[src/hdl/assert_macros.svh]
// Assertion macros shared by the node pool queue manager RTL.
// Needs a clock named clk and an active-low reset named arst_n in scope.
`ifndef ASSERT_MACROS_SVH
`define ASSERT_MACROS_SVH

// Check a property on every rising edge, quiet while reset is asserted.
`define NPQ_ASSERT(lbl, prop, msg) \
	lbl: assert property (@(posedge clk) disable iff (!arst_n) prop) else $error(msg);

// Check a property on every rising edge, reset included.
`define NPQ_ASSERT_ALWAYS(lbl, prop, msg) \
	lbl: assert property (@(posedge clk) prop) else $error(msg);

`endif

[src/hdl/npqm_pkg.sv]
// Shared types for the node pool queue manager: operation codes and sequencer states.
// No dependencies.
package npqm_pkg;

	typedef enum logic [2:0] {
		OP_ALLOC     = 3'd0,
		OP_FREE      = 3'd1,
		OP_INSERT    = 3'd2,
		OP_RM_HEAD   = 3'd3,
		OP_RM_NODE   = 3'd4,
		OP_PEEK_HEAD = 3'd5
	} op_t;

	localparam int StateW = 14;

	typedef enum logic [StateW-1:0] {
		S_IDLE = 14'b00000000000001,
		S_DISP = 14'b00000000000010,
		S_ALC  = 14'b00000000000100,
		S_INS1 = 14'b00000000001000,
		S_INS2 = 14'b00000000010000,
		S_RH1  = 14'b00000000100000,
		S_RH2  = 14'b00000001000000,
		S_RH3  = 14'b00000010000000,
		S_PEEK = 14'b00000100000000,
		S_CMP  = 14'b00001000000000,
		S_WALK = 14'b00010000000000,
		S_F2   = 14'b00100000000000,
		S_F3   = 14'b01000000000000,
		S_DONE = 14'b10000000000000
	} state_t;

endpackage

[src/hdl/node_pool_queue_manager_unit.sv]
// Node pool queue manager: free stack plus circular doubly linked queues over one node pool.
// Depends on npqm_pkg and assert_macros.svh.
//
// Each transaction carries one operation and returns one result. A small sequencer drives
// one read and one write port on each link memory (next and prev), so an operation lasts as
// long as its chain of dependent link reads and writes. Free, and any operation that ends
// early on a none index, an empty queue or an empty pool, is the shortest; remove of a given
// node walks the ring one node at a time, each through a compare state and a walk state. A
// stalled result adds its stall on top. A new transaction is accepted once the sequencer is
// back in idle, while the previous result may still wait in the output register. No clearing
// pass follows reset: next links start from per-entry valid bits, prev links are undefined
// until written.
`include "assert_macros.svh"

module node_pool_queue_manager_unit #(
	parameter int NODES = 32
) (
	input  logic                                   clk,
	input  logic                                   arst_n,
	input  logic                                   s_tvalid,
	output logic                                   s_tready,
	// operation, node, tail (lowest bit first), zero padded
	input  logic [((3+2*$clog2(NODES+1)+7)/8)*8-1:0] s_tdata,
	output logic                                   m_tvalid,
	input  logic                                   m_tready,
	// result_node, new_tail (lowest bit first), zero padded
	output logic [((2*$clog2(NODES+1)+7)/8)*8-1:0]   m_tdata
);

	localparam int LW    = $clog2(NODES + 1);
	localparam int IW    = $clog2(NODES);
	localparam int OUT_W = ((2 * LW + 7) / 8) * 8;
	localparam logic [LW-1:0] NONE = LW'(NODES);
	localparam logic [IW-1:0] LAST = IW'(NODES - 1);

	npqm_pkg::state_t state_q;
	logic [2:0]    op_q;
	logic [LW-1:0] node_q, tail_q, res_q, h_q, cur_q, fh_q;
	logic [IW-1:0] k_q;

	logic [LW-1:0] next_mem [NODES];
	logic [LW-1:0] prev_mem [NODES];
	logic [NODES-1:0] nv_q;
	logic [LW-1:0] n_rd_q, p_rd_q;
	logic [IW-1:0] n_ra_q;
	logic          n_v_q;

	logic [IW-1:0] n_ra, p_ra, n_wa, p_wa;
	logic [LW-1:0] n_wd, p_wd, n_val, p_val;
	logic          n_we, p_we;

	logic [LW-1:0] in_node, in_tail, in_node_n, in_tail_n;
	logic [2:0]    in_op;
	logic [OUT_W-1:0] out_q;
	logic          out_v_q;

	assign in_op     = s_tdata[2:0];
	assign in_node   = s_tdata[LW+2:3];
	assign in_tail   = s_tdata[2*LW+2:LW+3];
	assign in_node_n = (in_node < NONE) ? in_node : NONE;
	assign in_tail_n = (in_tail < NONE) ? in_tail : NONE;

	assign s_tready = (state_q == npqm_pkg::S_IDLE);
	assign m_tvalid = out_v_q;
	assign m_tdata  = out_q;

	// Unwritten next entries read as their reset link i+1.
	assign n_val = n_v_q ? n_rd_q : (LW'(n_ra_q) + LW'(1));
	assign p_val = p_rd_q;

	always_comb begin
		n_ra = cur_q[IW-1:0];
		p_ra = cur_q[IW-1:0];
		case (state_q)
			npqm_pkg::S_DISP: begin
				n_ra = fh_q[IW-1:0];
				p_ra = tail_q[IW-1:0];
			end
			npqm_pkg::S_RH1: p_ra = p_val[IW-1:0];
			default: ;
		endcase
	end

	always_comb begin
		n_we = 1'b0;
		n_wa = node_q[IW-1:0];
		n_wd = NONE;
		p_we = 1'b0;
		p_wa = node_q[IW-1:0];
		p_wd = NONE;
		case (state_q)
			npqm_pkg::S_DISP: begin
				if (op_q == npqm_pkg::OP_FREE && node_q < NONE) begin
					n_we = 1'b1;
					n_wd = fh_q;
				end else if (op_q == npqm_pkg::OP_INSERT && node_q < NONE &&
						tail_q == NONE) begin
					n_we = 1'b1;
					n_wd = node_q;
					p_we = 1'b1;
					p_wd = node_q;
				end
			end
			npqm_pkg::S_ALC: begin
				n_we = 1'b1;
				n_wa = fh_q[IW-1:0];
				p_we = 1'b1;
				p_wa = fh_q[IW-1:0];
			end
			npqm_pkg::S_INS1: begin
				n_we = 1'b1;
				n_wd = tail_q;
				p_we = 1'b1;
				p_wd = p_val;
			end
			npqm_pkg::S_INS2: begin
				n_we = (h_q < NONE);
				n_wa = h_q[IW-1:0];
				n_wd = node_q;
				p_we = 1'b1;
				p_wa = tail_q[IW-1:0];
				p_wd = node_q;
			end
			npqm_pkg::S_RH2: begin
				if (p_val != h_q) begin
					n_we = (p_val < NONE);
					n_wa = p_val[IW-1:0];
					n_wd = tail_q;
					p_we = 1'b1;
					p_wa = tail_q[IW-1:0];
					p_wd = p_val;
				end
			end
			npqm_pkg::S_RH3: begin
				n_we = 1'b1;
				n_wa = h_q[IW-1:0];
				p_we = 1'b1;
				p_wa = h_q[IW-1:0];
			end
			npqm_pkg::S_F2: begin
				// splice the found node out: next of its predecessor, prev of its successor
				if (n_val != cur_q) begin
					n_we = (p_val < NONE);
					n_wa = p_val[IW-1:0];
					n_wd = n_val;
					p_we = (n_val < NONE);
					p_wa = n_val[IW-1:0];
					p_wd = p_val;
				end
			end
			npqm_pkg::S_F3: begin
				n_we = 1'b1;
				n_wa = cur_q[IW-1:0];
				p_we = 1'b1;
				p_wa = cur_q[IW-1:0];
			end
			default: ;
		endcase
	end

	always_ff @(posedge clk) begin
		if (n_we)
			next_mem[n_wa] <= n_wd;
		if (p_we)
			prev_mem[p_wa] <= p_wd;
		n_rd_q <= next_mem[n_ra];
		p_rd_q <= prev_mem[p_ra];
		n_ra_q <= n_ra;
		n_v_q  <= nv_q[n_ra];
	end

	always_ff @(posedge clk or negedge arst_n) begin
		if (!arst_n) begin
			nv_q <= '0;
		end else if (n_we) begin
			nv_q[n_wa] <= 1'b1;
		end
	end

	always_ff @(posedge clk or negedge arst_n) begin
		if (!arst_n) begin
			state_q <= npqm_pkg::S_IDLE;
			fh_q    <= '0;
			out_v_q <= 1'b0;
		end else begin
			if (state_q == npqm_pkg::S_DONE && (!out_v_q || m_tready))
				out_v_q <= 1'b1;
			else if (out_v_q && m_tready)
				out_v_q <= 1'b0;
			case (state_q)
				npqm_pkg::S_IDLE: begin
					if (s_tvalid) begin
						op_q    <= in_op;
						node_q  <= in_node_n;
						tail_q  <= in_tail_n;
						res_q   <= NONE;
						state_q <= npqm_pkg::S_DISP;
					end
				end
				npqm_pkg::S_DISP: begin
					case (op_q)
						npqm_pkg::OP_ALLOC:
							state_q <= (fh_q < NONE) ? npqm_pkg::S_ALC : npqm_pkg::S_DONE;
						npqm_pkg::OP_FREE: begin
							if (node_q < NONE)
								fh_q <= node_q;
							state_q <= npqm_pkg::S_DONE;
						end
						npqm_pkg::OP_INSERT: begin
							if (node_q < NONE && tail_q != NONE) begin
								state_q <= npqm_pkg::S_INS1;
							end else begin
								if (node_q < NONE) begin
									tail_q <= node_q;
									res_q  <= node_q;
								end
								state_q <= npqm_pkg::S_DONE;
							end
						end
						npqm_pkg::OP_RM_HEAD:
							state_q <= (tail_q < NONE) ? npqm_pkg::S_RH1 : npqm_pkg::S_DONE;
						npqm_pkg::OP_RM_NODE: begin
							if (tail_q < NONE && node_q < NONE) begin
								cur_q   <= tail_q;
								k_q     <= '0;
								state_q <= npqm_pkg::S_CMP;
							end else begin
								state_q <= npqm_pkg::S_DONE;
							end
						end
						npqm_pkg::OP_PEEK_HEAD:
							state_q <= (tail_q < NONE) ? npqm_pkg::S_PEEK : npqm_pkg::S_DONE;
						default: state_q <= npqm_pkg::S_DONE;
					endcase
				end
				npqm_pkg::S_ALC: begin
					fh_q    <= n_val;
					res_q   <= fh_q;
					state_q <= npqm_pkg::S_DONE;
				end
				npqm_pkg::S_INS1: begin
					h_q     <= p_val;
					state_q <= npqm_pkg::S_INS2;
				end
				npqm_pkg::S_INS2: begin
					tail_q  <= node_q;
					res_q   <= node_q;
					state_q <= npqm_pkg::S_DONE;
				end
				npqm_pkg::S_RH1: begin
					h_q     <= p_val;
					state_q <= (p_val < NONE) ? npqm_pkg::S_RH2 : npqm_pkg::S_DONE;
				end
				npqm_pkg::S_RH2: begin
					if (p_val == h_q)
						tail_q <= NONE;
					state_q <= npqm_pkg::S_RH3;
				end
				npqm_pkg::S_RH3: begin
					res_q   <= h_q;
					state_q <= npqm_pkg::S_DONE;
				end
				npqm_pkg::S_PEEK: begin
					res_q   <= p_val;
					state_q <= npqm_pkg::S_DONE;
				end
				npqm_pkg::S_CMP: begin
					state_q <= (cur_q == node_q) ? npqm_pkg::S_F2 : npqm_pkg::S_WALK;
				end
				npqm_pkg::S_WALK: begin
					// stop at a broken link, back at the tail, or after NODES checks
					if (n_val >= NONE || n_val == tail_q || k_q == LAST) begin
						state_q <= npqm_pkg::S_DONE;
					end else begin
						cur_q   <= n_val;
						k_q     <= k_q + IW'(1);
						state_q <= npqm_pkg::S_CMP;
					end
				end
				npqm_pkg::S_F2: begin
					if (n_val == cur_q)
						tail_q <= NONE;
					else if (cur_q == tail_q)
						tail_q <= n_val;
					state_q <= npqm_pkg::S_F3;
				end
				npqm_pkg::S_F3: begin
					res_q   <= cur_q;
					state_q <= npqm_pkg::S_DONE;
				end
				npqm_pkg::S_DONE: begin
					// hold until the output register is free
					if (!out_v_q || m_tready) begin
						out_q   <= OUT_W'({tail_q, res_q});
						state_q <= npqm_pkg::S_IDLE;
					end
				end
				default: state_q <= npqm_pkg::S_IDLE;
			endcase
		end
	end

	`NPQ_ASSERT(a_fh_range, fh_q <= NONE, "free stack head out of range")
	`NPQ_ASSERT(a_accept_disp, (s_tvalid && s_tready) |=> (state_q == npqm_pkg::S_DISP),
		"accepted transaction did not start the sequencer")
	`NPQ_ASSERT(a_out_range, m_tvalid |-> (m_tdata[2*LW-1:LW] <= NONE),
		"new tail out of range")
	`NPQ_ASSERT(a_walk_bound, (state_q == npqm_pkg::S_CMP) |-> (cur_q < NONE),
		"ring walk on an invalid node")

endmodule

[config.mk]
export PLATFORM = sky130hd
export DESIGN_NAME = node_pool_queue_manager_unit
export DESIGN_NICKNAME = d
export VERILOG_FILES = /design/src/hdl/npqm_pkg.sv /design/src/hdl/node_pool_queue_manager_unit.sv
export VERILOG_INCLUDE_DIRS = /design/src /design/src/hdl
export SDC_FILE = /design/constraint.sdc
export NUM_CORES = 1
export LEC_CHECK = 0
export CAP_MARGIN = 20
export CORE_UTILIZATION = 53
export CTS_CLUSTER_DIAMETER = 200
export DETAILED_ROUTE_END_ITERATION = 12
export DONT_BUFFER_PORTS = 1
export PLACE_DENSITY = 0.75
export SKIP_CTS_REPAIR_TIMING = 1
export SLEW_MARGIN = 0
export SYNTH_ARGS = -nofsm -noshare
export SYNTH_HDL_FRONTEND = slang
export SYNTH_SLANG_ARGS = --single-unit
[constraint.sdc]
create_clock -name clk -period 11.3 [get_ports clk]
set_input_delay 0.565 -clock clk [delete_from_list [all_inputs] [get_ports clk]]
set_output_delay 0.565 -clock clk [all_outputs]
set_load 0.01 [all_outputs]
# After elaboration in Yosys (flattened, before gate mapping)
# Memory sizes are Yosys's and may differ from the RTL's. A register that Yosys moved wholly into a read port is not among the register bits.
# Index checks and enable logic that the tools add are counted.
dict set report classes {
  order_cmp 12
  n_addsub 2
  n_reduce_logical 31
  n_bitwise 1
  n_eq_ne 40
  div 0
  n_mux 70
  multipliers 0
  n_shift 0
}
# cell count
set op_table {}
lappend op_table {{case mux 14 bit (10 select lines)} 1}
lappend op_table {{two-way mux 14 bit} 9}
lappend op_table {{two-way mux 6 bit} 21}
lappend op_table {{case mux 6 bit (5 select lines)} 3}
lappend op_table {{case mux 14 bit (5 select lines)} 1}
lappend op_table {{< comparator 6 bit (second input constant)} 8}
lappend op_table {{case mux 6 bit (7 select lines)} 1}
lappend op_table {{two-way mux 5 bit} 8}
lappend op_table {{bitwise OR 32 bit} 1}
lappend op_table {{== test 6 bit} 5}
lappend op_table {{case mux 5 bit (6 select lines)} 1}
lappend op_table {{case mux 5 bit (5 select lines)} 1}
lappend op_table {{case mux 6 bit (2 select lines)} 2}
lappend op_table {{case mux 5 bit (2 select lines)} 2}
lappend op_table {{inequality test 2 bit (second input constant)} 9}
lappend op_table {{two-way mux 1 bit} 15}
lappend op_table {{== test 14 x 1 -> 1 bit (second input constant)} 1}
lappend op_table {{== test 14 x 10 -> 1 bit (second input constant)} 1}
lappend op_table {{== test 14 x 11 -> 1 bit (second input constant)} 1}
lappend op_table {{== test 14 x 12 -> 1 bit (second input constant)} 1}
lappend op_table {{== test 14 x 13 -> 1 bit (second input constant)} 1}
lappend op_table {{== test 14 bit (second input constant)} 1}
lappend op_table {{== test 14 x 2 -> 1 bit (second input constant)} 1}
lappend op_table {{== test 14 x 3 -> 1 bit (second input constant)} 1}
lappend op_table {{40 further kinds} 60}
dict set report word_totals {
  ramBits 384
  latch_bits 0
  ff_bits 109
  mem_count 2
  romBits 0
  input_bits 20
}
# memory words word_bits rd rd_clocked_by_memory_dff write_ports line
set memory_table {}
lappend memory_table {next_mem 32 6 1 1 1 node_pool_queue_manager_unit.sv:41} ;# logic [LW-1:0] next_mem [NODES];
lappend memory_table {prev_mem 32 6 1 1 1 node_pool_queue_manager_unit.sv:42} ;# logic [LW-1:0] prev_mem [NODES];

# Longest topological paths before layout
dict set report logic_depth {
  depth_word 10
  depth_mapped 13
  ltp_nobuf 9
}

# Least setup slack after synthesis
# Ideal clock, no wire load.
dict set report synth_path {
  path_kind {flip-flop to flip-flop}
  startpoint {reg n_ra_q[0]}
  endpoint {mem next_mem[0][0] in the netlist's numbering (data pin)}
  slack_ns 7.732
  period_less_slack_ns 3.568
  arrival_time_ns 3.114
  setup_ns 0.454
  stages_incl_launch_ff 8
  path_buffers 1
  path_cell_list {dfxtp_1 > ha_1 > and3_1 > or3b_2 > a31o_2 > a41o_1 > clkbuf_1 > o21ai_0}
}
dict set report synth_via {
  elab_chain_len 5
}
# item line
set synth_rtl {}
lappend synth_rtl {{from (decl)} node_pool_queue_manager_unit.sv:45} ;# logic [IW-1:0] n_ra_q;
lappend synth_rtl {{from (signal assigned)} node_pool_queue_manager_unit.sv:168} ;# n_ra_q <= n_ra;
lappend synth_rtl {{adder 5 x 1 -> 6 bit (*)} node_pool_queue_manager_unit.sv:68} ;# assign n_val = n_v_q ? n_rd_q : (LW'(n_ra_q) + LW'(1));
lappend synth_rtl {{two-way mux 6 bit (*)} node_pool_queue_manager_unit.sv:68}
lappend synth_rtl {{inequality test 6 bit} node_pool_queue_manager_unit.sv:142} ;# if (n_val != cur_q) begin
lappend synth_rtl {{two-way mux 6 bit (*)} node_pool_queue_manager_unit.sv:142}
lappend synth_rtl {{case mux 6 bit (5 select lines) (*)} node_pool_queue_manager_unit.sv:91} ;# case (state_q)
lappend synth_rtl {{via n_wd[0]} node_pool_queue_manager_unit.sv:49} ;# logic [LW-1:0] n_wd, p_wd, n_val, p_val;
lappend synth_rtl {{to (decl)} node_pool_queue_manager_unit.sv:41}
# Mark *: on every way through the listed nets, which the timed path passes. The rest lies on a longest branch.

# Worst setup path in the final report
dict set report layout_path {
  startpoint {reg state_q[5]}
  endpoint {reg n_rd_q[5], read port of next_mem}
}
dict set report layout_via {
  elab_chain_len 2
}
# item line
set layout_rtl {}
lappend layout_rtl {{from (decl)} node_pool_queue_manager_unit.sv:36} ;# npqm_pkg::state_t state_q;
lappend layout_rtl {{from (signal assigned)} node_pool_queue_manager_unit.sv:182} ;# state_q <= npqm_pkg::S_IDLE;
lappend layout_rtl {{from (signal assigned)} node_pool_queue_manager_unit.sv:197} ;# state_q <= npqm_pkg::S_DISP;
lappend layout_rtl {{from (signal assigned)} node_pool_queue_manager_unit.sv:203} ;# state_q <= (fh_q < NONE) ? npqm_pkg::S_ALC : npqm_pkg::S_DONE;
lappend layout_rtl {{== test 14 x 2 -> 1 bit} node_pool_queue_manager_unit.sv:74} ;# case (state_q)
lappend layout_rtl {{two-way mux 5 bit} node_pool_queue_manager_unit.sv:74}
lappend layout_rtl {{to (decl)} node_pool_queue_manager_unit.sv:44} ;# logic [LW-1:0] n_rd_q, p_rd_q;
# Every way passes these cells.
# A chain may end at the register's enable or synchronous reset.

==> impl_metrics.env <==
export IMPL_finalSetupTns_ps=0
export IMPL_post_synth_top_area_cell="edfxtp_1"
export IMPL_grt_remaining_overflow=0
export IMPL_start_util_pct=54.3
export IMPL_ys_ff_latch=505
export IMPL_n_antenna_cell=0
export IMPL_seqPwrFrac_pct=49.6
export IMPL_cts_buffers=50
export IMPL_grt_pass1_vias=13552
export IMPL_power_frac_clock_pct=34.5
export IMPL_finalClockSkew_ps=24.6
export IMPL_timing_worst_setup_path_type="reg -> reg"
export IMPL_io_pins=38
export IMPL_p_int_mw=3.24
export IMPL_cts_root_buf="clkbuf_16"
export IMPL_track_usage_pct=24.1
export IMPL_post_drt_wl_per_cell_um=23.3
export IMPL_area_growth_pct=8.83
export IMPL_synth_adder_area_share_pct=0.167
export IMPL_finalHoldViolations=0
export IMPL_ir_drop_v=0.000115
export IMPL_end_kind="flip-flop"
export IMPL_synth_compound_area_share_pct=6.70
export IMPL_synth_simple_area_share_pct=12.7
export IMPL_cts_max_level=2
export IMPL_p_sw_mw=1.22
export IMPL_synth_xor_area_share_pct=1.37
export IMPL_placed_cell_area_um2=22800
export IMPL_yosysTopAreaCellShare_pct=58.1
export IMPL_synth_cell_types=81
export IMPL_antenna_left=0
export IMPL_hold_class="in -> reg"
export IMPL_drtPass1Iterations=5
export IMPL_fmax_mhz=199
export IMPL_routabilityCongestion=1.01
export IMPL_cts_buffer_depth=3
export IMPL_cp_start_kind="flip-flop"
export IMPL_drcViolationCount=0
export IMPL_final_cell_area_um2=24400
export IMPL_syn_inst=1674
export IMPL_drtIter0Drc=1535
export IMPL_drive_gt1_share_pct=8.28
export IMPL_wirelength_mm=51.9
export IMPL_cts_tree="built"
export IMPL_synth_top_family_by_area="simple AND/OR/NAND/NOR gates"
export IMPL_worst_slack_ps=6280
export IMPL_synthTopCellsByArea="edfxtp_1 58%, mux2i_1 8.4%, dfrtp_1 5.8%"
export IMPL_min_period_ps=5020
export IMPL_synth_edf_count=434
export IMPL_status="complete, no violations"
export IMPL_cellLeakagePower_nw=9.60
export IMPL_async_reset_ff_share_pct=10.5
export IMPL_finalCritPeriodShare_pct=44.4
export IMPL_pre_cts_ws_ps=6300
export IMPL_rsz0062_at_grt="false"
export IMPL_yosysWarningCount=0
export IMPL_grt_pass1_wl_mm=79.4
export IMPL_die_y_um=208
export IMPL_syn_area_um2=22400
export IMPL_max_cap_viol_count=0
export IMPL_worst_pin_slew_ps=1170
export IMPL_holdWs_ps=73.4
export IMPL_cp_required_ps=11760
export IMPL_post_dp_hpwl_mm=33.4
export IMPL_num_vias=13908
export IMPL_antenna_found_initial=0
export IMPL_relSlewSlack_pct=21.9
export IMPL_p_comb_share_pct=15.9
export IMPL_path_clk_slew_ps=60
export IMPL_switching_share_pct=27.3
export IMPL_die_w_um=208
export IMPL_port_buffers=0
export IMPL_cts_sinks=505
export IMPL_die_area_um2=43100
export IMPL_syn_avg_cell_area_um2=13.4
export IMPL_synth_ff_type="edfxtp_1"
export IMPL_cp_arrival_ps=5480
export IMPL_setup_viol=0
export IMPL_grt_max_degree=69
export IMPL_power_density_nw_per_um2=183
export IMPL_avgViaCountPerCell=6.26
export IMPL_yosysSeqAreaShare_pct=65.7
export IMPL_synthMuxAreaShare_pct=10.8
export IMPL_maxSlewViolCount=0
export IMPL_clk_latency_ps=590
export IMPL_fillCellCount=3159
export IMPL_final_nets=1676
export IMPL_rows=74
export IMPL_cp_max_fo=59
export IMPL_core_area_um2=41300
export IMPL_total_power_mw=4.46
-- layout make-up --
class / count / area, µm² / area share [%]
sequential: 505 / 14700 / 60.3
clock buffer: 69 / 1350 / 5.55
multi-input combinational: 1052 / 7160 / 29.4
timing repair buffer: 30 / 295 / 1.21
tap: 532 / 666 / 2.73
inverter: 14 / 52.6 / 0.215
clock inverter: 21 / 146 / 0.600
-- registers in the layout, indices dropped and copies added, names as in the netlist, 12 cells and up --
signal and flops:
prev_mem 192, nv_q 32, m_tdata 12, next_mem 192, state_q 14
-- logic make-up (layout without fill, tap and decap cells) --
kind of cell    count (synthesis)  in the layout
simple gates                  569            569
mux                           236            236
fa+ha+maj                       3              3
other cells                     1              4
buf+inv                       120            134
compound gates                205            205
xor+xnor                       35             35
flops                         505            505
-- routing by layer --
layer  wire [µm]  share of wire, %  track usage (%)  vias up
met5           0                 0                0        -
met4        2070               4.0             9.48        0
met3        3640               7.0             3.69      143
met2       24700                48             39.2      602
met1       21400                41             32.9     6857
li1            -                 -                -     6306
-- cell usage after synthesis (7+ instances only) --
master	instances
a21oi_1	33
a221o_1	16
a22oi_1	7
and2_1	8
and3_1	9
and4_1	10
buf_1	8
buf_2	22
buf_4	14
buf_6	7
clkbuf_1	53
dfrtp_1	52
dfxtp_1	18
edfxtp_1	434
inv_1	14
mux2_1	24
mux2_2	24
mux2i_1	188
nand2_1	184
nand2b_1	8
nand3_1	133
nand4_1	7
nor2_1	99
nor2b_1	17
nor3_1	18
nor4_1	16
nor4b_1	7
o21ai_0	27
o21bai_1	32
o221ai_1	12
o22ai_1	11
or4_1	14
xnor2_1	18
xor2_1	17
-- worst max-delay path, stage by stage, from the launching register on --
cell and delay, ps:
dfrtp_1 450, or4_1 720, or4_1 770, mux2i_4 260, buf_4 780, buf_4 910
mux2i_1 280, nand2_1 80, nand3_1 140, nand3_1 120, and4_1 290
-- stage by stage --
step / instances / utilization (%)
after global placement: 2128 / 55.2
after floorplan: 1677 / -
after CTS: 2218 / 58.8
final: 2223 / 59.1
after global routing: 2223 / 59.1
after detailed placement: 2128 / 55.2
-- placed cells by master, fill, tap and decap left out, types with 9 or more instances in the layout --
| cell type | instances |
|---|---|
| xnor2_1 | 18 |
| and4_1 | 10 |
| mux2_1 | 24 |
| o221ai_1 | 12 |
| clkbuf_16 | 51 |
| nor3_1 | 18 |
| nor4_1 | 16 |
| and3_1 | 9 |
| o22ai_1 | 11 |
| a221o_1 | 16 |
| nand2_1 | 184 |
| o21ai_0 | 25 |
| a21oi_1 | 33 |
| mux2_2 | 24 |
| xor2_1 | 17 |
| o21bai_1 | 32 |
| clkbuf_1 | 17 |
| nor2b_1 | 17 |
| mux2i_1 | 185 |
| inv_1 | 14 |
| nor2_1 | 99 |
| or4_1 | 14 |
| edfxtp_1 | 434 |
| dfxtp_1 | 18 |
| nand3_1 | 133 |
| dfrtp_1 | 52 |
| buf_4 | 25 |
| clkinv_1 | 12 |
-- power by group through the flow --
stage,Combinational (mW),Clock [mW],Sequential [mW]
after floorplan,0.552,0,2.18
after global placement,0.672,0,2.24
after detailed placement,0.687,0,2.24
after CTS,0.691,1.56,2.21
after global routing,0.763,1.63,2.22
final,0.707,1.54,2.21
-- path summary, 6_finish.rpt --
check	start	end	slack, ps	cells past startpoint
min in group asynchronous	arst_n	state_q[5]	490	2
max	state_q[5]	n_rd_q[5]	6280	10
max in group asynchronous	arst_n	state_q[0]	10520	2
min	s_tdata[2]	op_q[2]	70	0
max reg2reg	state_q[5]	n_rd_q[5]	6280	10
min reg2reg	res_q[1]	m_tdata[1]	420	0
Power figures use the tool's default switching activity.
